## config.mk

```make
export PLATFORM = sky130hd
export DESIGN_NAME = dedup_ack_issue_queue_unit_flat
export DESIGN_NICKNAME = d
export VERILOG_FILES = /design/src/rtl/dai_pkg.sv /design/src/rtl/dai_if.sv /design/src/rtl/dai_ram.sv /design/src/rtl/dai_ctrl.sv /design/src/rtl/dai_dp.sv /design/src/rtl/dedup_ack_issue_queue_unit.sv /design/src/flat_wrapper.sv
export SDC_FILE = /design/constraint.sdc
export NUM_CORES = 2
export LEC_CHECK = 0
export BUFFER_PORTS_ARGS = -buffer_cell sky130_fd_sc_hd__buf_2
export CORE_ASPECT_RATIO = 1.25
export CORE_UTILIZATION = 25
export CTS_CLUSTER_DIAMETER = 100
export DETAILED_ROUTE_END_ITERATION = 8
export PLACE_DENSITY = 0.44
export SLEW_MARGIN = 15
export SYNTH_ARGS = -nofsm -noshare
export SYNTH_HDL_FRONTEND = slang
export SYNTH_SLANG_ARGS = --single-unit
```

## constraint.sdc

```tcl
create_clock -name i_clk -period 6.2 [get_ports i_clk]
set_clock_uncertainty 0.15 [all_clocks]
set_input_delay 0.93 -clock i_clk [delete_from_list [all_inputs] [get_ports i_clk]]
set_output_delay 0.93 -clock i_clk [all_outputs]
set_load 0.005 [all_outputs]
```

## src/rtl/dai_pkg.sv

```systemverilog
// ============================================================================
// dai_pkg: shared types and constants for the acknowledgement issue queue
// Field widths, status codes and the command/status bundles that pass
// between the sequencer and the datapath.
// ============================================================================
package dai_pkg;

    localparam int ID_W = 32;   // event identifier
    localparam int ST_W = 3;    // status code
    localparam int PC_W = 7;    // reported pending count
    localparam int IC_W = 4;    // reported in-flight count

    localparam logic [ST_W-1:0] ST_QUEUED  = 3'd0;
    localparam logic [ST_W-1:0] ST_DUP     = 3'd1;
    localparam logic [ST_W-1:0] ST_FULL    = 3'd2;
    localparam logic [ST_W-1:0] ST_MATCHED = 3'd3;
    localparam logic [ST_W-1:0] ST_UNKNOWN = 3'd4;

    localparam logic OP_REQUEST  = 1'b0;
    localparam logic OP_COMPLETE = 1'b1;

    typedef struct packed {
        logic load;       // capture the input transfer, clear search flags
        logic inf_step;   // compare one in-flight entry
        logic pend_step;  // read/compare one pending entry
        logic decide;     // apply the request or completion
        logic issue_rd;   // read the queue head, pick a free slot
        logic issue_wr;   // move the head into flight
        logic out_load;   // fill the output register
    } t_dp_cmd;

    typedef struct packed {
        logic op;         // captured operation
        logic inf_last;   // in-flight scan at its last entry
        logic pend_done;  // pending scan finished
        logic can_issue;  // queue not empty and a slot is free
        logic out_free;   // output register can take a result
    } t_dp_sts;

endpackage

```

## src/rtl/dai_if.sv

```systemverilog
// ============================================================================
// dai_in_if / dai_out_if: valid/ready channels of the issue queue
// Input carries operation and event id; output carries one result per item.
// ============================================================================
interface dai_in_if import dai_pkg::*; ();
    logic            valid;
    logic            ready;
    logic            operation;
    logic [ID_W-1:0] event_id;

    modport source (output valid, output operation, output event_id, input ready);
    modport sink   (input valid, input operation, input event_id, output ready);
endinterface

interface dai_out_if import dai_pkg::*; ();
    logic            valid;
    logic            ready;
    logic [ST_W-1:0] status;
    logic            issued_valid;
    logic [ID_W-1:0] issued_id;
    logic [PC_W-1:0] pending_count;
    logic [IC_W-1:0] inflight_count;

    modport source (output valid, output status, output issued_valid, output issued_id,
                    output pending_count, output inflight_count, input ready);
    modport sink   (input valid, input status, input issued_valid, input issued_id,
                    input pending_count, input inflight_count, output ready);
endinterface

```

## src/rtl/dai_ram.sv

```systemverilog
// ============================================================================
// dai_ram: simple dual-port RAM
// One write port, one read port with registered read data.
// ============================================================================
module dai_ram #(
    parameter int WIDTH = 32,
    parameter int DEPTH = 64
) (
    input  logic                     i_clk,
    input  logic                     i_we,
    input  logic [$clog2(DEPTH)-1:0] i_waddr,
    input  logic [WIDTH-1:0]         i_wdata,
    input  logic [$clog2(DEPTH)-1:0] i_raddr,
    output logic [WIDTH-1:0]         o_rdata
);

    logic [WIDTH-1:0] mem [DEPTH];

    always_ff @(posedge i_clk) begin
        if (i_we) begin
            mem[i_waddr] <= i_wdata;
        end
        o_rdata <= mem[i_raddr];
    end

endmodule

```

## src/rtl/dai_ctrl.sv

```systemverilog
// ============================================================================
// dai_ctrl: sequencer of the issue queue
// Steps one item through in-flight scan, pending scan (requests only), update,
// issue and result hand-off.
// ============================================================================
module dai_ctrl import dai_pkg::*; (
    input  logic    i_clk,
    input  logic    i_rst_n,
    input  logic    i_in_valid,
    output logic    o_in_ready,
    input  t_dp_sts i_sts,
    output t_dp_cmd o_cmd
);

    typedef enum logic [6:0] {
        S_IDLE   = 7'b0000001,
        S_SINF   = 7'b0000010,
        S_SPEND  = 7'b0000100,
        S_DECIDE = 7'b0001000,
        S_IRD    = 7'b0010000,
        S_IWR    = 7'b0100000,
        S_DONE   = 7'b1000000
    } t_state;

    t_state r_state, n_state;

    always_ff @(posedge i_clk) begin
        if (!i_rst_n) begin
            r_state <= S_IDLE;
        end else begin
            r_state <= n_state;
        end
    end

    always_comb begin
        n_state    = r_state;
        o_cmd      = '0;
        o_in_ready = 1'b0;
        case (r_state)
            S_IDLE: begin
                o_in_ready = 1'b1;
                if (i_in_valid) begin
                    o_cmd.load = 1'b1;
                    n_state    = S_SINF;
                end
            end
            S_SINF: begin
                o_cmd.inf_step = 1'b1;
                if (i_sts.inf_last) begin
                    n_state = (i_sts.op == OP_REQUEST) ? S_SPEND : S_DECIDE;
                end
            end
            S_SPEND: begin
                o_cmd.pend_step = 1'b1;
                if (i_sts.pend_done) begin
                    n_state = S_DECIDE;
                end
            end
            S_DECIDE: begin
                o_cmd.decide = 1'b1;
                n_state      = S_IRD;
            end
            S_IRD: begin
                // skip the move when the queue is empty or every slot is busy
                if (i_sts.can_issue) begin
                    o_cmd.issue_rd = 1'b1;
                    n_state        = S_IWR;
                end else begin
                    n_state = S_DONE;
                end
            end
            S_IWR: begin
                o_cmd.issue_wr = 1'b1;
                n_state        = S_DONE;
            end
            S_DONE: begin
                if (i_sts.out_free) begin
                    o_cmd.out_load = 1'b1;
                    n_state        = S_IDLE;
                end
            end
            default: begin
                n_state = S_IDLE;
            end
        endcase
    end

endmodule

```

## src/rtl/dai_dp.sv

```systemverilog
// ============================================================================
// dai_dp: datapath of the issue queue
// Pending ring in RAM, in-flight slot registers, search flags, counters and
// the output register.
// ============================================================================
module dai_dp import dai_pkg::*; #(
    parameter int MAX_INFLIGHT  = 8,
    parameter int PENDING_DEPTH = 64
) (
    input  logic            i_clk,
    input  logic            i_rst_n,
    input  t_dp_cmd         i_cmd,
    output t_dp_sts         o_sts,
    input  logic            i_operation,
    input  logic [ID_W-1:0] i_event_id,
    input  logic            i_out_ready,
    output logic            o_out_valid,
    output logic [ST_W-1:0] o_status,
    output logic            o_issued_valid,
    output logic [ID_W-1:0] o_issued_id,
    output logic [PC_W-1:0] o_pending_count,
    output logic [IC_W-1:0] o_inflight_count
);

    localparam int AW = $clog2(PENDING_DEPTH);
    localparam int UW = $clog2(PENDING_DEPTH + 1);
    localparam int IW = (MAX_INFLIGHT > 1) ? $clog2(MAX_INFLIGHT) : 1;
    localparam int CW = $clog2(MAX_INFLIGHT + 1);

    // head + offset wrapped into the ring; the sum stays below twice the depth
    function automatic logic [AW-1:0] ring(input logic [AW-1:0] head,
                                           input logic [UW-1:0] off);
        logic [UW:0] sum;
        sum = (UW+1)'(head) + (UW+1)'(off);
        if (sum >= (UW+1)'(PENDING_DEPTH)) begin
            sum = sum - (UW+1)'(PENDING_DEPTH);
        end
        return sum[AW-1:0];
    endfunction

    // control state
    logic [AW-1:0]           r_head;
    logic [UW-1:0]           r_used;
    logic [MAX_INFLIGHT-1:0] r_inf_vld;
    logic [CW-1:0]           r_inf_cnt;
    logic                    r_o_valid;

    // payload
    logic [ID_W-1:0] r_inf_ids [MAX_INFLIGHT];
    logic            r_op;
    logic [ID_W-1:0] r_id;
    logic [CW-1:0]   r_icnt;
    logic            r_hit_inf;
    logic            r_hit_pend;
    logic [IW-1:0]   r_slot;
    logic [UW-1:0]   r_k;
    logic            r_cmp_vld;
    logic [ST_W-1:0] r_status;
    logic            r_iss_vld;
    logic [ID_W-1:0] r_iss_id;
    logic [IW-1:0]   r_free;
    logic [ST_W-1:0] r_o_status;
    logic            r_o_iss_vld;
    logic [ID_W-1:0] r_o_iss_id;
    logic [PC_W-1:0] r_o_pcnt;
    logic [IC_W-1:0] r_o_icnt;

    logic [IW-1:0]   inf_idx;
    logic            inf_match;
    logic            pend_more;
    logic            pend_match;
    logic            is_dup;
    logic            is_full;
    logic            ram_we;
    logic [AW-1:0]   ram_waddr;
    logic [AW-1:0]   ram_raddr;
    logic [ID_W-1:0] ram_rdata;
    logic [IW-1:0]   free_slot;

    assign inf_idx    = r_icnt[IW-1:0];
    assign inf_match  = r_inf_vld[inf_idx] && (r_inf_ids[inf_idx] == r_id);
    assign pend_more  = (r_k < r_used);
    assign pend_match = r_cmp_vld && (ram_rdata == r_id);
    assign is_dup     = r_hit_inf || r_hit_pend;
    assign is_full    = (r_used == UW'(PENDING_DEPTH));

    assign ram_we    = i_cmd.decide && (r_op == OP_REQUEST) && !is_dup && !is_full;
    assign ram_waddr = ring(r_head, r_used);
    assign ram_raddr = i_cmd.issue_rd ? r_head : ring(r_head, r_k);

    // lowest free slot wins
    always_comb begin
        free_slot = '0;
        for (int i = MAX_INFLIGHT - 1; i >= 0; i--) begin
            if (!r_inf_vld[i]) begin
                free_slot = IW'(i);
            end
        end
    end

    dai_ram #(
        .WIDTH (ID_W),
        .DEPTH (PENDING_DEPTH)
    ) u_pend_ram (
        .i_clk   (i_clk),
        .i_we    (ram_we),
        .i_waddr (ram_waddr),
        .i_wdata (r_id),
        .i_raddr (ram_raddr),
        .o_rdata (ram_rdata)
    );

    always_ff @(posedge i_clk) begin
        if (!i_rst_n) begin
            r_head    <= '0;
            r_used    <= '0;
            r_inf_vld <= '0;
            r_inf_cnt <= '0;
            r_o_valid <= 1'b0;
        end else begin
            if (i_cmd.decide) begin
                if (ram_we) begin
                    r_used <= r_used + 1'b1;
                end
                if (r_op == OP_COMPLETE && r_hit_inf) begin
                    r_inf_vld[r_slot] <= 1'b0;
                    r_inf_cnt         <= r_inf_cnt - 1'b1;
                end
            end
            if (i_cmd.issue_wr) begin
                r_inf_vld[r_free] <= 1'b1;
                r_inf_cnt         <= r_inf_cnt + 1'b1;
                r_head            <= ring(r_head, UW'(1));
                r_used            <= r_used - 1'b1;
            end
            // a new result replaces the old one only once that one is gone
            if (i_cmd.out_load) begin
                r_o_valid <= 1'b1;
            end else if (i_out_ready) begin
                r_o_valid <= 1'b0;
            end
        end
    end

    always_ff @(posedge i_clk) begin
        if (i_cmd.load) begin
            r_op       <= i_operation;
            r_id       <= i_event_id;
            r_icnt     <= '0;
            r_hit_inf  <= 1'b0;
            r_hit_pend <= 1'b0;
            r_k        <= '0;
            r_cmp_vld  <= 1'b0;
        end
        if (i_cmd.inf_step) begin
            r_icnt <= r_icnt + 1'b1;
            if (inf_match && !r_hit_inf) begin
                r_hit_inf <= 1'b1;
                r_slot    <= inf_idx;
            end
        end
        if (i_cmd.pend_step) begin
            r_cmp_vld <= pend_more;
            if (pend_more) begin
                r_k <= r_k + 1'b1;
            end
            if (pend_match) begin
                r_hit_pend <= 1'b1;
            end
        end
        if (i_cmd.decide) begin
            r_iss_vld <= 1'b0;
            r_iss_id  <= '0;
            if (r_op == OP_REQUEST) begin
                if (is_dup) begin
                    r_status <= ST_DUP;
                end else if (is_full) begin
                    r_status <= ST_FULL;
                end else begin
                    r_status <= ST_QUEUED;
                end
            end else begin
                r_status <= r_hit_inf ? ST_MATCHED : ST_UNKNOWN;
            end
        end
        if (i_cmd.issue_rd) begin
            r_free <= free_slot;
        end
        if (i_cmd.issue_wr) begin
            r_inf_ids[r_free] <= ram_rdata;
            r_iss_vld         <= 1'b1;
            r_iss_id          <= ram_rdata;
        end
        if (i_cmd.out_load) begin
            r_o_status  <= r_status;
            r_o_iss_vld <= r_iss_vld;
            r_o_iss_id  <= r_iss_id;
            r_o_pcnt    <= PC_W'(r_used);
            r_o_icnt    <= IC_W'(r_inf_cnt);
        end
    end

    assign o_sts.op        = r_op;
    assign o_sts.inf_last  = (r_icnt == CW'(MAX_INFLIGHT - 1));
    assign o_sts.pend_done = !pend_more && !r_cmp_vld;
    assign o_sts.can_issue = (r_used != '0) && (r_inf_cnt < CW'(MAX_INFLIGHT));
    assign o_sts.out_free  = !r_o_valid || i_out_ready;

    assign o_out_valid      = r_o_valid;
    assign o_status         = r_o_status;
    assign o_issued_valid   = r_o_iss_vld;
    assign o_issued_id      = r_o_iss_id;
    assign o_pending_count  = r_o_pcnt;
    assign o_inflight_count = r_o_icnt;

endmodule

```

## src/rtl/dedup_ack_issue_queue_unit.sv

```systemverilog
// ============================================================================
// dedup_ack_issue_queue_unit: de-duplicating acknowledgement issue queue
// Each item is an acknowledge request or a completion for an event id; one
// result per item reports the outcome, any id moved into flight, and counts.
// ============================================================================
// Items are handled one at a time. A request scans the in-flight slots and
// then the ids waiting in the pending queue; a completion scans the in-flight
// slots only. The in-flight slots are scanned one per cycle and the pending
// ring one entry per cycle through the single read port of its RAM. The
// input is taken again as soon as the result sits in the output register,
// whether or not the sink has taken it yet; a result the sink has not taken
// holds the next one in its last state.
module dedup_ack_issue_queue_unit import dai_pkg::*; #(
    parameter int MAX_INFLIGHT  = 8,
    parameter int PENDING_DEPTH = 64
) (
    input  logic       i_clk,
    input  logic       i_rst_n,
    dai_in_if.sink     i_in,
    dai_out_if.source  o_out
);

    t_dp_cmd cmd;
    t_dp_sts sts;
    logic    in_ready;

    dai_ctrl u_ctrl (
        .i_clk      (i_clk),
        .i_rst_n    (i_rst_n),
        .i_in_valid (i_in.valid),
        .o_in_ready (in_ready),
        .i_sts      (sts),
        .o_cmd      (cmd)
    );

    dai_dp #(
        .MAX_INFLIGHT  (MAX_INFLIGHT),
        .PENDING_DEPTH (PENDING_DEPTH)
    ) u_dp (
        .i_clk            (i_clk),
        .i_rst_n          (i_rst_n),
        .i_cmd            (cmd),
        .o_sts            (sts),
        .i_operation      (i_in.operation),
        .i_event_id       (i_in.event_id),
        .i_out_ready      (o_out.ready),
        .o_out_valid      (o_out.valid),
        .o_status         (o_out.status),
        .o_issued_valid   (o_out.issued_valid),
        .o_issued_id      (o_out.issued_id),
        .o_pending_count  (o_out.pending_count),
        .o_inflight_count (o_out.inflight_count)
    );

    assign i_in.ready = in_ready;

`ifndef ASSERT_OFF
    // one item at a time: no second transfer right after an accepted one
    a_one_item: assert property (@(posedge i_clk) disable iff (!i_rst_n)
        (i_in.valid && i_in.ready) |=> !i_in.ready)
        else $error("input taken while an item is in progress");

    // the move into flight always follows the head read
    a_issue_order: assert property (@(posedge i_clk) disable iff (!i_rst_n)
        cmd.issue_wr |-> $past(cmd.issue_rd))
        else $error("issue write without preceding head read");

    // a loaded result shows up on the output
    a_out_load: assert property (@(posedge i_clk) disable iff (!i_rst_n)
        cmd.out_load |=> o_out.valid)
        else $error("result loaded but output not valid");

    // a result is never loaded over one the sink has not taken
    a_no_overwrite: assert property (@(posedge i_clk) disable iff (!i_rst_n)
        cmd.out_load |-> (!o_out.valid || o_out.ready))
        else $error("pending result overwritten");
`endif

endmodule

```

## src/flat_wrapper.sv

```systemverilog
// flat-port wrapper written by rule: the top's interface ports become plain ports
module dedup_ack_issue_queue_unit_flat import dai_pkg::*;
#(
    parameter int MAX_INFLIGHT  = 8,
    parameter int PENDING_DEPTH = 64
)
  (i_clk, i_rst_n, i_in_valid, i_in_operation, i_in_event_id, i_in_ready, o_out_valid, o_out_status, o_out_issued_valid, o_out_issued_id, o_out_pending_count, o_out_inflight_count, o_out_ready);
  dai_in_if i_in_i ();
  dai_out_if o_out_i ();
  input  logic i_clk;
  input  logic i_rst_n;
  input wire logic [$bits(i_in_i.valid)-1:0] i_in_valid;
  input wire logic [$bits(i_in_i.operation)-1:0] i_in_operation;
  input wire logic [$bits(i_in_i.event_id)-1:0] i_in_event_id;
  output wire logic [$bits(i_in_i.ready)-1:0] i_in_ready;
  output wire logic [$bits(o_out_i.valid)-1:0] o_out_valid;
  output wire logic [$bits(o_out_i.status)-1:0] o_out_status;
  output wire logic [$bits(o_out_i.issued_valid)-1:0] o_out_issued_valid;
  output wire logic [$bits(o_out_i.issued_id)-1:0] o_out_issued_id;
  output wire logic [$bits(o_out_i.pending_count)-1:0] o_out_pending_count;
  output wire logic [$bits(o_out_i.inflight_count)-1:0] o_out_inflight_count;
  input wire logic [$bits(o_out_i.ready)-1:0] o_out_ready;
  assign i_in_i.valid = i_in_valid;
  assign i_in_i.operation = i_in_operation;
  assign i_in_i.event_id = i_in_event_id;
  assign i_in_ready = i_in_i.ready;
  assign o_out_valid = o_out_i.valid;
  assign o_out_status = o_out_i.status;
  assign o_out_issued_valid = o_out_i.issued_valid;
  assign o_out_issued_id = o_out_i.issued_id;
  assign o_out_pending_count = o_out_i.pending_count;
  assign o_out_inflight_count = o_out_i.inflight_count;
  assign o_out_i.ready = o_out_ready;
  dedup_ack_issue_queue_unit #(.MAX_INFLIGHT(MAX_INFLIGHT), .PENDING_DEPTH(PENDING_DEPTH)) u_core (.i_clk(i_clk), .i_rst_n(i_rst_n), .i_in(i_in_i), .o_out(o_out_i));
endmodule
```

==> results.yml <==
run_status:
  status: "finished clean"
drt:
  firstDrtPassIters: 8
  ant_nets: 0
  detail_route.wl_per_cell_um: 28.1
  via_count: 51700
  drtIter0Drc: 4710
  routed_wl_um: 307000
  drcViolationCount: 0
  viasPerCell: 4.73
synth:
  synth-seq-cells: 2508
  syn_nets: 5272
  synth.largest_area_cell: "edfxtp_1"
  synth.yosys.seq_area_share_pct: 76.6
  syn_area_um2: 97300
  ys_async_sr_fraction_pct: 0
  yosys_warnings: 0
  synth_top_area_share_pct: 75.0
  yosys-top-cells-area: "edfxtp_1 (75%), mux4_2 (7.4%), a211oi_1 (1.8%), dfxtp_1 (1.6%), mux2_2 (1.4%)"
  synth.avg_cell_area_um2: 18.7
  synth.distinct_cells: 77
  synth_flop_cell: "edfxtp_1"
  synthCells: 5205
  synth_edf_count: 2430
clocking:
  cts_root_buf: "clkbuf_16"
  clk_pin_slew_ps: 70
  cts_max_path_buffers: 4
  cts_buffers: 248
  cts_tree: "built"
  clock_latency_ps: 910
  h-tree-depth: 4
  post-cts-setup-buffer-count: 0
  cts.sinks: 2508
  cts-resized-gates: 0
sta:
  fmax_mhz: 190
  postLayoutSetupSlackWorst_ps: 942
  slew_violations: 0
  rsz0062_at_grt: "false"
  layout_min_cycle_time_ps: 5260
  hold_ws_ps: 99.8
  worst_pin_slew_ps: 1180
  relSlewSlack_pct: 21.1
  hold_violations: 0
  setup_tns_ps: 0
  fin_crit_sh_pct: 84.8
  setup_viol: 0
global_routing:
  track_usage_pct: 15.3
  grt_pass1_vias: 52700
  grt_max_degree: 117
  overflow: 0
  grt_antenna_before_repair: 10
  grt_pass1_wl_um: 427000
floorplan:
  fp.dieArea_um2: 392000
  rows: 255
  die_h_um: 699
  ios: 86
  initial_utilization_pct: 25.2
  core_um2: 387000
  die_x_um: 560
power_and_ir_drop:
  p_sw_share_pct: 21.1
  pwr-share-seq_pct: 54.0
  power.internal_w: 0.0275
  ir_drop_uv: 259
  leakagePower_nw: 36.5
  p_comb_share_pct: 2.9
  powerDensity_nw_per_um2: 305
  clkPwrFrac_pct: 43.1
  p_switching_w: 0.00735
placed_design:
  place_area_um2: 106000
  port_buffers: 85
  gp_congestion: 0.783
  hpwlAfterDp_um: 184000
  pre_cts_ws_ps: 827
final_layout:
  fin_area_um2: 114000
  syn_to_final_growth_pct: 17.7
  finalNetCount: 5638
  fillCellCount: 38000
  final_layout_size_suffix_gt1_share_pct: 23.4
setup_path:
  arrival_ps: 5850
  cp_max_fo: 27
  cp-start-kind: "flop"
  path_class: "flop to flop"
  end_kind: "flop"
  required_ps: 6790
run:
  maxCapViolCount: 0
worst_hold_path:
  hold_class: "input port to flop"
logic make-up (layout without fill, tap and decap cells):
group	count (synthesis)	count (layout)	share of synthesized area [%]
fa+ha+maj	30	30	0.417
compound gates	829	829	6.33
buf+inv	331	895	1.59
other cells	0	10	0
xor+xnor	95	95	0.855
simple gates	863	863	4.29
mux	549	549	9.90
flops	2508	2508	76.6
area by class of cell:
cell class                 instances  area [um^2]  area share [%]
multi-input combinational       2366        22100            19.3
sequential                      2508        74500            65.1
clock inverter                   145         1380            1.21
tap                             5140         6430            5.62
timing repair buffer             425         3370            2.94
antenna                           10         25.0          0.0219
inverter                          22         82.6          0.0721
clock buffer                     303         6580            5.75
metrics by stage:
stage,utilization (%),std cells,power [W]
detailed placement,27.5,10400,0.0202
finish,29.6,10900,0.0349
floorplan,-,5205,0.0197
global placement,27.4,10400,0.0202
global route,29.6,10900,0.0358
CTS,29.6,10900,0.0352
state kept, by name, summed over array words and instances, names as in the netlist, 3 cells and up, named ones only:
| name | cells |
|---|---|
| u_core.u_ctrl.r_state | 7 |
| u_core.u_dp.o_inflight_count | 4 |
| u_core.u_dp.o_issued_id | 32 |
| u_core.u_dp.o_pending_count | 7 |
| u_core.u_dp.o_status | 3 |
| u_core.u_dp.r_free | 3 |
| u_core.u_dp.r_head | 6 |
| u_core.u_dp.r_icnt | 4 |
| u_core.u_dp.r_id | 32 |
| u_core.u_dp.r_inf_cnt | 4 |
| u_core.u_dp.r_inf_ids | 256 |
| u_core.u_dp.r_inf_vld | 8 |
| u_core.u_dp.r_iss_id | 32 |
| u_core.u_dp.r_k | 7 |
| u_core.u_dp.r_slot | 3 |
| u_core.u_dp.r_status | 3 |
| u_core.u_dp.r_used | 7 |
| u_core.u_dp.u_pend_ram.mem | 2048 |
| u_core.u_dp.u_pend_ram.o_rdata | 32 |
layout by cell type, fill, tap and decap left out, types with 34 or more instances in the layout:
cell / synthesis / layout
and3_1: 203 / 203
dfxtp_1: 78 / 74
mux2_2: 125 / 125
and2_1: 36 / 35
clkinv_1: 1 / 51
nand2_1: 375 / 374
edfxtp_1: 2430 / 2430
clkbuf_1: 176 / 42
clkbuf_16: 0 / 251
a32oi_1: 35 / 34
nor2_4: 0 / 70
buf_4: 32 / 284
mux2i_1: 106 / 106
xnor2_1: 76 / 76
buf_2: 68 / 85
a21oi_1: 208 / 199
nor2_1: 119 / 50
a2111oi_0: 35 / 35
mux4_2: 318 / 318
nor4_1: 43 / 42
a211oi_1: 228 / 220
clkinv_2: 0 / 53
Yosys cell counts (all sizes together), types with 31 or more instances:
| cell | number |
|---|---|
| buf | 132 |
| clkbuf | 177 |
| a32oi | 38 |
| xnor2 | 76 |
| nand2 | 377 |
| a311o | 32 |
| mux2i | 106 |
| a221o | 31 |
| mux2 | 125 |
| o221ai | 31 |
| a21oi | 209 |
| a22o | 33 |
| nor2 | 120 |
| dfxtp | 78 |
| and2 | 36 |
| a221oi | 31 |
| edfxtp | 2430 |
| mux4 | 318 |
| o22ai | 31 |
| and3 | 203 |
| o21bai | 33 |
| a211oi | 228 |
| a2111oi | 36 |
| a31o | 31 |
| nor4 | 43 |
per-layer routing:
layer  vias to the layer above  GRT usage [%]  wire length, um
met4                         2           4.89            10500
met2                      1423           27.1           155000
met1                     27800           19.4           127000
li1                      22000              -                -
met5                         -              0               13
met3                       392           1.93            14300
critical path: stages (launching register included):
cell	delay (ps)
dfxtp_1	370
or4_4	610
or3_4	410
o21ai_4	260
and2_4	810
buf_12	300
buf_4	310
mux4_2	530
a22o_1	250
a211oi_1	920
nor4_1	150
power by group through the flow:
stage	combinational, W	clock, W	sequential [W]
floorplan	0.000377	0	0.0193
global placement	0.00100	0	0.0192
detailed placement	0.00103	0	0.0192
CTS	0.00104	0.0154	0.0188
global route	0.00108	0.0159	0.0188
finish	0.00102	0.0150	0.0188
final timing paths:
| path | slack [ps] | startpoint | endpoint | cells past startpoint |
|---|---|---|---|---|
| worst max register to register | 940 | u_core.u_ctrl.r_state[6]$_SDFFE_PN0P_ | u_core.u_dp.u_pend_ram.o_rdata[29]$_DFF_P_ | 10 |
| worst min register to register | 270 | u_core.u_dp.r_iss_id[24]$_SDFFCE_PN0P_ | u_core.u_dp.o_issued_id[24]$_DFFE_PP_ | 0 |
| worst max-delay path | 940 | u_core.u_ctrl.r_state[6]$_SDFFE_PN0P_ | u_core.u_dp.u_pend_ram.o_rdata[29]$_DFF_P_ | 10 |
| worst min-delay path | 100 | i_in_event_id[20] | u_core.u_dp.r_id[20]$_DFFE_PP_ | 1 |
what timing repair did:
action	in CTS	in global routing
setup endpoints to repair	0	0
hold buffers	31	0
hold endpoints to repair	31	0
No activity file was read; power rests on OpenSTA's default activity.
